## src/rtl/core/miller_rabin_prime_test_macros.svh

```systemverilog
// Assertion macros shared by the primality test RTL
`ifndef MILLER_RABIN_PRIME_TEST_MACROS_SVH
`define MILLER_RABIN_PRIME_TEST_MACROS_SVH

// same-cycle implication, clocked on clk_i, quiet in reset
`define MRPT_ASSERT_IMPL(lbl, ante, cons, msg) \
  lbl: assert property (@(posedge clk_i) disable iff (!rst_ni) (ante) |-> (cons)) \
    else $error(msg);

// next-cycle implication, clocked on clk_i, quiet in reset
`define MRPT_ASSERT_NEXT(lbl, ante, cons, msg) \
  lbl: assert property (@(posedge clk_i) disable iff (!rst_ni) (ante) |=> (cons)) \
    else $error(msg);

`endif

```

## src/rtl/core/mrpt_pkg.sv

```systemverilog
// Package with payload types and constants of the primality test
package mrpt_pkg;

  localparam int DefaultWidth = 63;
  localparam int FieldW       = 63;
  localparam int SmallMax     = 4;

  typedef struct packed {
    logic [FieldW-1:0] candidate;
    logic [FieldW-1:0] witness;
  } in_t;

  typedef struct packed {
    logic probably_prime;
    logic bad_witness;
  } out_t;

endpackage

```

## src/rtl/core/mrpt_modmul.sv

```systemverilog
// Bit-serial modular multiplier, one multiplier bit per cycle
module mrpt_modmul #(
  parameter int WIDTH = mrpt_pkg::DefaultWidth
) (
  input  logic             clk_i,
  input  logic             rst_ni,
  input  logic             start_i,
  input  logic [WIDTH-1:0] x_i,
  input  logic [WIDTH-1:0] y_i,
  input  logic [WIDTH-1:0] m_i,
  output logic             done_o,
  output logic [WIDTH-1:0] p_o
);

  localparam int PW   = WIDTH + 3;
  localparam int CntW = $clog2(WIDTH + 1);

  logic             busy_q;
  logic             done_q;
  logic [CntW-1:0]  cnt_q;
  logic [WIDTH-1:0] y_q;
  logic [WIDTH-1:0] acc_q;
  logic [WIDTH-1:0] acc_d;
  logic [WIDTH-1:0] x_sel;
  logic [PW-1:0]    sum;
  logic [PW-1:0]    sub1;
  logic [PW-1:0]    sub2;

  always_comb begin
    x_sel = y_q[WIDTH-1] ? x_i : '0;
    sum   = {2'b00, acc_q, 1'b0} + {3'b000, x_sel};
    sub1  = sum - {3'b000, m_i};
    sub2  = sum - {2'b00, m_i, 1'b0};
    if (!sub2[PW-1]) begin
      acc_d = sub2[WIDTH-1:0];
    end else if (!sub1[PW-1]) begin
      acc_d = sub1[WIDTH-1:0];
    end else begin
      acc_d = sum[WIDTH-1:0];
    end
  end

  always_ff @(posedge clk_i or negedge rst_ni) begin
    if (!rst_ni) begin
      busy_q <= 1'b0;
      done_q <= 1'b0;
      cnt_q  <= '0;
      y_q    <= '0;
      acc_q  <= '0;
    end else begin
      done_q <= !start_i && busy_q && (cnt_q == CntW'(1));
      if (start_i) begin
        busy_q <= 1'b1;
        cnt_q  <= CntW'(WIDTH);
        y_q    <= y_i;
        acc_q  <= '0;
      end else if (busy_q) begin
        acc_q <= acc_d;
        y_q   <= y_q << 1;
        cnt_q <= cnt_q - CntW'(1);
        if (cnt_q == CntW'(1)) begin
          busy_q <= 1'b0;
        end
      end
    end
  end

  assign done_o = done_q;
  assign p_o    = acc_q;

  `include "miller_rabin_prime_test_macros.svh"

  `MRPT_ASSERT_IMPL(mm_start_idle_a, start_i, !busy_q, "modmul started while busy")
  `MRPT_ASSERT_IMPL(mm_done_reduced_a, done_q, acc_q < m_i, "modmul result not reduced")
  `MRPT_ASSERT_NEXT(mm_last_step_a, busy_q && !start_i && cnt_q == CntW'(1), done_q,
                    "modmul missed done")

endmodule

```

## config.mk

```make
export PLATFORM = sky130hd
export DESIGN_NAME = mrpt_modmul
export DESIGN_NICKNAME = d
export VERILOG_FILES = /design/src/rtl/core/mrpt_pkg.sv /design/src/rtl/core/mrpt_modmul.sv
export VERILOG_INCLUDE_DIRS = /design/src /design/src/rtl/core
export SDC_FILE = /design/constraint.sdc
export NUM_CORES = 1
export LEC_CHECK = 0
export ABC_AREA = 1
export BUFFER_PORTS_ARGS = -buffer_cell sky130_fd_sc_hd__buf_2
export CAP_MARGIN = 20
export CORE_MARGIN = 5
export CORE_UTILIZATION = 30
export CTS_CLUSTER_DIAMETER = 200
export CTS_CLUSTER_SIZE = 8
export DETAILED_ROUTE_END_ITERATION = 8
export PLACE_DENSITY_LB_ADDON = 0.1
export SLEW_MARGIN = 40
export SYNTH_ARGS = -nofsm -noshare
export SYNTH_HDL_FRONTEND = slang
export SYNTH_SLANG_ARGS = --single-unit
```

## constraint.sdc

```tcl
create_clock -name clk_i -period 8.2 [get_ports clk_i]
set_input_delay 1.64 -clock clk_i [delete_from_list [all_inputs] [get_ports clk_i]]
set_output_delay 1.64 -clock clk_i [all_outputs]
set_load 0.03 [all_outputs]
```

==> impl_metrics.ini <==
[floorplan]
start_util = 0.3012
die_x_um = 280.0
die_h_um = 280.0
dieArea_mm2 = 0.07839
io_pins = 256
row_count = 99
core_mm2 = 0.07259

[timing]
slew_violations = 0
setup_viol = 0
rsz0062_at_grt = false
timing_hold_violations_final = 0
maxSlewHeadroom = 0.4187
tightest_slew_ns = 0.8690
timing.final.crit_share = 0.7911
max_freq_ghz = 0.1542
min_period_ns = 6.487
skew_ns = 0.01957
finalSetupTns_ns = 0

[clock_network]
cts_buffers = 17
clock-sinks = 134
cts_htree_levels = 4
cts_root_buf = clkbuf_16
clk_pin_slew_ns = 0.07
clk_latency_ns = 0.44
cts_tree = yes
clockBufferDepth = 2
cts_hold_buf = 0
cts_resized = 0
cts_setup_buffers = 0

[logic_synthesis]
yosysTopAreaCell = nand2_1
synth_top_cell_area_share = 0.2465
synth_area_leaders = nand2_1 (25%), dfrtp_1 (15%), inv_1 (11%)
ys_seq_area_frac = 0.1534
syn_nets = 4333
synth_area_per_cell_um2 = 5.538
yosys_warnings = 0
syn_area_mm2 = 0.02187
ys_ff_latch = 134
yosysUniqueCellTypes = 40
syn_inst = 3948

[pwr]
p_switching_w = 0.007124
sequentialPowerShare = 0.099
powerDensity_mw_per_mm2 = 451.0
intPower_w = 0.004079
clkPwrFrac = 0.075
switching_share = 0.6359
combPwrFrac = 0.826
ir_drop_mv = 0.2109
leakage_nw = 13.78

[finish]
diodes = 0
nNetsFinal = 4559
fin_util = 0.3422
synthToLayoutAreaGrowth_pct = 13.61
drive_above_1_share = 0.08313
n_fill_cell = 8519

[route]
drc = 0
detail-route-antenna-nets = 0
drt-total-wl_um = 105900
vias = 25467
avgRoutedWirePerCell_um = 20.59
viasPerCell = 4.950
drt_first_pass_iters = 5
drt_iter0_markers = 2183

[setup_path]
regToRegStartpoint = y_q[62]
worstSetupPathType = input pin to flop
cp_common_cell = nand2_1
critPathMaxFanout = 42
crit_path_start = x_i[31]
cp_data_required_time_ns = 8.52
cp-start-kind = input pin
end_kind = flop
worst_path_max_delay_cell = xor2_1
max_stage_delay_ns = 0.57
cp.arrival_ns = 6.81

[worst_hold_path]
hold_path.class = flop to flop
worstHoldStart = y_q[50]

[run]
max_cap_viol_count = 0

[grt]
grt_max_degree = 79
grt.overflow.total = 0
grtUsageTotal = 0.2595
antenna_found_initial = 0
grt_pass1_vias = 24188
grt_first_pass_wirelength_um = 152800

[place]
gp_congestion = 0.9944
numPortBuffers = 255
hpwl_um = 92100

[run_status]
status = completed
## cell families (layout without fill, tap and decap cells)
group / after synthesis / in the layout / share of synthesized area
buffers and inverters: 724 / 962 / 0.1279
xor gates and xnor gates: 123 / 123 / 0.04927
DFF: 134 / 134 / 0.1534
and+or+nand+nor: 2244 / 2244 / 0.4165
adders and majority gates: 193 / 193 / 0.1115
AOI/OAI and AO/OA: 530 / 530 / 0.1415
## worst max-delay path, delay by kind of cell
| kind | cells | cell delay, ns |
|---|---|---|
| xor gates and xnor gates | 1 | 0.57 |
| AOI/OAI and AO/OA | 1 | 0.16 |
| buffers and inverters | 8 | 1.15 |
| adders and majority gates | 2 | 0.83 |
| and+or+nand+nor | 21 | 2.43 |
## state kept, by name, summed over array words and instances (netlist names)
register  count
done_o        1
cnt_q         6
p_o          63
y_q          63
busy_q        1
## through the flow
step	total power [W]	instances	worst slack, ns	hold slack (ns)	area, µm²
2_1_floorplan	0.007007	3948	2.798	0.4524	21870
3_3_place_gp	0.01035	5113	1.257	0.4701	24200
3_5_place_dp	0.01030	5113	1.283	0.4669	24210
4_1_cts	0.01119	5144	1.726	0.4891	24820
5_1_grt	0.01212	5145	1.293	0.5154	24840
6_report	0.01120	5145	1.713	0.4830	24840
## cell usage in the layout, fill, tap and decap left out, types with 5 or more instances in the layout
| master | count |
|---|---|
| nand2_1 | 1436 |
| inv_1 | 649 |
| nor2_1 | 420 |
| buf_2 | 254 |
| a21oi_1 | 239 |
| nand3_1 | 235 |
| ha_1 | 190 |
| dfrtp_1 | 133 |
| o21ai_0 | 122 |
| xnor2_1 | 82 |
| o21bai_1 | 51 |
| nor3_1 | 45 |
| o211ai_1 | 42 |
| xor2_1 | 41 |
| nand4_1 | 34 |
| nand3b_1 | 23 |
| a21o_1 | 22 |
| o221ai_1 | 18 |
| clkbuf_16 | 17 |
| nor4_1 | 12 |
| a21boi_0 | 11 |
| buf_4 | 11 |
| or2_2 | 10 |
| a31oi_1 | 10 |
| nand2_2 | 9 |
| inv_2 | 8 |
| o21a_1 | 8 |
| nor2_2 | 6 |
| inv_6 | 5 |
## power groups by stage
stage,sequential [W],combinational [W],clock [W]
floorplan,0.00122,0.00579,0
global route,0.00112,0.0101,0.000889
global placement,0.00113,0.00922,0
detailed placement,0.00113,0.00917,0
CTS,0.00112,0.00921,0.000861
finish,0.00111,0.00925,0.000842
## routing by layer
layer,vias to the layer above,share of wire,track usage
li1,12918,-,-
met1,11591,0.41,0.3205
met2,791,0.48,0.4524
met3,167,0.054,0.03220
met4,0,0.055,0.1180
met5,-,0,0
## Yosys cell counts
cell / count
clkbuf_1: 34
a31oi_1: 10
nor4_1: 12
o21ai_0: 122
or2_1: 1
o221ai_1: 18
a21boi_0: 11
inv_1: 650
a21o_1: 22
ha_1: 190
a21oi_1: 239
nand3b_1: 23
nor2_1: 422
xor2_1: 41
fa_1: 3
nand4_1: 34
or2_2: 10
nor3_1: 45
a21oi_2: 3
a22oi_1: 1
inv_2: 8
o21a_1: 8
buf_1: 7
and3_1: 4
nand3_2: 2
nand2_1: 1436
nand3_1: 235
nor2_4: 2
nand2_2: 9
o2111ai_1: 3
xnor2_1: 82
nor2_2: 6
nor2b_1: 1
buf_6: 8
dfrtp_1: 134
buf_2: 16
clkinv_1: 1
nand3_4: 2
o211ai_1: 42
o21bai_1: 51
## path summary, 6_finish.rpt
path,end,cells after the start,slack (ns)
worst max-delay path,p_o[3],33,1.71
worst min-delay path,y_q[51],2,0.48
worst max register to register,p_o[3],33,2.01
worst min register to register,y_q[51],2,0.48
max in group asynchronous,y_q[50],2,5.83
min in group asynchronous,p_o[8],1,1.17
## cell type report
| class | count | area [µm²] | share of cell area |
|---|---|---|---|
| Sequential cell | 134 | 3357 | 0.1351 |
| Timing Repair Buffer | 272 | 1468 | 0.05908 |
| Clock inverter | 14 | 188.9 | 0.007605 |
| Tap cell | 959 | 1200 | 0.04830 |
| Multi-Input combinational cell | 3090 | 15730 | 0.6332 |
| Inverter | 659 | 2474 | 0.09957 |
| Clock buffer | 17 | 425.4 | 0.01712 |
Power figures use the tool's default switching activity.
